==> src/rtl/core/nearest_palette_color_search_top_defines.svh <==
`ifndef NEAREST_PALETTE_COLOR_SEARCH_TOP_DEFINES_SVH
`define NEAREST_PALETTE_COLOR_SEARCH_TOP_DEFINES_SVH

// same-cycle implication, sampled on clk, off during reset
`define NPCS_ASSERT_NOW(label, ante, cons, msg) \
    label: assert property (@(posedge clk) disable iff (!rst_n) (ante) |-> (cons)) \
        else $error(msg);

// next-cycle implication, sampled on clk, off during reset
`define NPCS_ASSERT_NEXT(label, ante, cons, msg) \
    label: assert property (@(posedge clk) disable iff (!rst_n) (ante) |=> (cons)) \
        else $error(msg);

`endif

==> src/rtl/core/npcs_pkg.sv <==
package npcs_pkg;

    localparam int CHAN_W            = 8;
    localparam int INDEX_W           = 8;
    localparam int COUNT_W           = 9;
    localparam int DIST_W            = 10;
    localparam int ENTRY_W           = 4 * CHAN_W;
    localparam int PALETTE_DEPTH_DEF = 256;
    localparam int APB_ADDR_W        = 3;
    localparam int APB_DATA_W        = 32;

    localparam logic OP_WRITE = 1'b0;
    localparam logic OP_QUERY = 1'b1;

    typedef struct packed {
        logic [CHAN_W-1:0] alpha;
        logic [CHAN_W-1:0] blue;
        logic [CHAN_W-1:0] green;
        logic [CHAN_W-1:0] red;
    } color_t;

endpackage

==> src/rtl/core/npcs_dist.sv <==
module npcs_dist
    import npcs_pkg::*;
(
    input  color_t            query,
    input  color_t            entry,
    output logic [DIST_W-1:0] distance
);

    logic [CHAN_W-1:0] d_red;
    logic [CHAN_W-1:0] d_green;
    logic [CHAN_W-1:0] d_blue;
    logic [CHAN_W-1:0] d_alpha;

    function automatic logic [CHAN_W-1:0] abs_diff(input logic [CHAN_W-1:0] x,
                                                   input logic [CHAN_W-1:0] y);
        abs_diff = (x > y) ? (x - y) : (y - x);
    endfunction

    assign d_red   = abs_diff(query.red,   entry.red);
    assign d_green = abs_diff(query.green, entry.green);
    assign d_blue  = abs_diff(query.blue,  entry.blue);
    assign d_alpha = abs_diff(query.alpha, entry.alpha);

    assign distance = DIST_W'(d_red) + DIST_W'(d_green) + DIST_W'(d_blue) + DIST_W'(d_alpha);

endmodule

==> config.mk <==
export PLATFORM = sky130hd
export DESIGN_NAME = npcs_dist
export DESIGN_NICKNAME = d
export VERILOG_FILES = /design/src/rtl/core/nearest_palette_color_search_top_defines.svh /design/src/rtl/core/npcs_pkg.sv /design/src/rtl/core/npcs_dist.sv
export SDC_FILE = /design/constraint.sdc
export NUM_CORES = 1
export LEC_CHECK = 0
export BUFFER_PORTS_ARGS = -buffer_cell sky130_fd_sc_hd__buf_4
export CAP_MARGIN = 30
export CELL_PAD_IN_SITES_DETAIL_PLACEMENT = 0
export CELL_PAD_IN_SITES_GLOBAL_PLACEMENT = 1
export CORE_MARGIN = 5
export CORE_UTILIZATION = 46
export DETAILED_ROUTE_END_ITERATION = 16
export PLACE_DENSITY_LB_ADDON = 0.1
export SYNTH_ARGS = -nofsm -noshare
export SYNTH_HDL_FRONTEND = slang
export SYNTH_SLANG_ARGS = --single-unit
==> constraint.sdc <==
create_clock -name vclk -period 16.98
set_input_delay 5.094 -clock vclk [all_inputs]
set_output_delay 5.094 -clock vclk [all_outputs]
set_load 0.005 [all_outputs]
==> results by group <==
Yosys
  – Most common cell in the netlist: inv_1
  – Register area share after synthesis: 0
  – Gate Count Post-Synth: approximately 540
  – Synth top area cells: ha_1, fa_1, inv_1
  – Synthesized Nets: 700
  – Synthesis Warnings: 0
  – Mean Syn Cell Area: 7.34 sq um
  – Mapped Area: approximately 4000 sq um
  – Cell accounting for the most synthesized area: ha_1
  – Synth top cells by count: inv_1, ha_1, a21oi_1
  – Library cells used by synthesis: between 50 and 60
  – Yosys top cell area share: 0.217

Placement
  – Post-place setup slack: 2.25 ns
  – Routability cong.: 0.842
  – Detailed placement HPWL: 8670 um
  – IO buf count: 74

Finish
  – Register area: 0 sq um
  – Layout Utilization: 0.527
  – Layout cells sized above 1: 0.175
  – Fillcell total: around 860
  – Nets: 753
  – N_diodes: 0
  – Clock buffers: 0
  – P&R area growth vs syn: 13.6%
  – Seq cells: 0

Timing
  – Headroom to the max-slew limit: 0.652
  – RSZ-0062 raised after global routing: false
  – Slew @ Worst Pin: approximately 0.52 ns
  – Final setup fails: 0
  – Total negative slack: 0 ns
  – Final worst-path cycle share: 0.868
  – Final setup margin: 2.24 ns
  – F_max: 67.8 MHz
  – Hold Vio Cnt, Final: 0
  – Post-layout min period: 14.74 ns
  – Max Slew Vio Count: 0

Pwr
  – Power density over cell area: 109 nW/um^2
  – Leak pwr: 2.33 nW
  – Worst vdd ir: 0.0523 mV

Global route
  – Vias in the first global route: 3618
  – Largest net degree at the start of global routing: 14
  – Total gr overflow: 0
  – Tot GR Track Use: 0.186
  – First-pass GRT wire length: 16500 um
  – Initial antenna violation count: 0

Routing
  – Routed via count: 3849
  – Routed Antenna Nets: 0
  – DR WL/cell: 14.1 um
  – WL final: 9910 um
  – DRT Pass-1 Iters: 4
  – First DRT Iteration DRCs: ~140
  – Residual DRC: 0
  – Via/cell ratio: 5.48

Setup path
  – Worst Path Arrival: 9.65 ns
  – Max FO, Critical Path: 9
  – CP startpoint: query[0]
  – Worst Setup Start Kind: input port
  – Critical Path RT: roughly 12 ns
  – CP Capture Type: output port
  – Kind of critical path: in -> out
  – Crit path to: distance[9]

Floorplan
  – Die ar.: about 11000 sq um
  – Initial Util: 0.464
  – Die W: approximately 100 um
  – Core area: 8590 sq um
  – IO Count: 74
  – Rows: 34
  – Die height: just over 100 um

CTS
  – Setup Buffers After CTS: 0
  – Post-CTS resize count: 0
  – Post-CTS Hold Buffers: 0

Run
  – Max cap viols: 0

Outcome
  – Status: complete, no violations

Min path
  – WHS Path Cells: 5
  – Hold crit path type: in -> out
-- logic make-up after synthesis --
logic type | after synthesis | share of synthesized area
XOR/XNOR | 10 | 0.0220
buffers and inverters | 127 | 0.135
AND/OR/NAND/NOR | 146 | 0.194
adder cells (fa/ha/maj) | 93 | 0.337
multiplexers | 10 | 0.0286
AO/OA/AOI/OAI | 157 | 0.283
-- per-layer routing --
metal | vias to the layer above | global-route usage | part of all wire
li1 | 1989 | - | -
met1 | 1781 | 0.262 | 0.45
met2 | 79 | 0.335 | 0.50
met3 | 0 | 0.00474 | 0.047
met4 | 0 | 0.000996 | 0
met5 | - | 0 | 0
-- critical path, stage by stage --
cell	delay [ns]
buf_4	0.11
inv_1	0.05
ha_1	0.15
inv_1	0.05
fa_1	0.43
a211oi_2	0.26
nor2_2	0.11
a41oi_4	0.35
nor2_2	0.10
mux2_1	0.36
fa_1	0.51
fa_1	0.55
ha_1	0.18
inv_1	0.06
fa_1	0.40
nor2b_1	0.13
o21ai_1	0.09
a21boi_1	0.25
o31a_1	0.18
o22a_1	0.13
buf_4	0.10
-- report_power, final --
| group | leakage, nW | total [mW] | internal, mW | switching [mW] |
|---|---|---|---|---|
| sequential | 0 | 0 | 0 | 0 |
| combinational | 2.33 | 0.494 | 0.243 | 0.251 |
| clock | 0 | 0 | 0 | 0 |
-- cells in the final DEF (no fill, tap or decap), types with 7 or more instances in the layout --
master	instances
a211oi_1	16
inv_1	104
a21o_1	12
o21ai_1	11
xnor2_1	7
nor3_1	16
or3_1	8
nand3b_1	9
a21oi_1	50
buf_4	74
fa_1	24
nand4_1	8
nand3_1	14
nor2_1	17
nand2_1	38
ha_1	69
or2_2	7
nor4_1	7
o21ai_0	19
-- worst min path at each step --
stage / start / end / slack [ns]
finish: entry[24] / distance[0] / 10.80
global route: entry[24] / distance[0] / 10.84
CTS: entry[24] / distance[0] / 10.81
detailed placement: entry[24] / distance[0] / 10.80
global placement: entry[24] / distance[0] / 10.80
floorplan: entry[24] / distance[0] / 10.58
-- per-stage QoR --
step	instance area [sq um]	hold WS (ns)	cells	power, mW
5_1_grt	4530	10.84	702	0.553
3_3_place_gp	4530	10.80	702	0.487
6_report	4530	10.80	702	0.494
3_5_place_dp	4530	10.80	702	0.497
4_1_cts	4530	10.81	702	0.500
2_1_floorplan	3990	10.58	543	0.311
-- layout make-up --
cell class	instances	area, sq um	share of cell area
tap	108	135	0.0298
timing repair buffer	74	556	0.123
inverter	104	390	0.0862
multi-input combinational	416	3450	0.761
No activity file was read; power rests on OpenSTA's default activity.
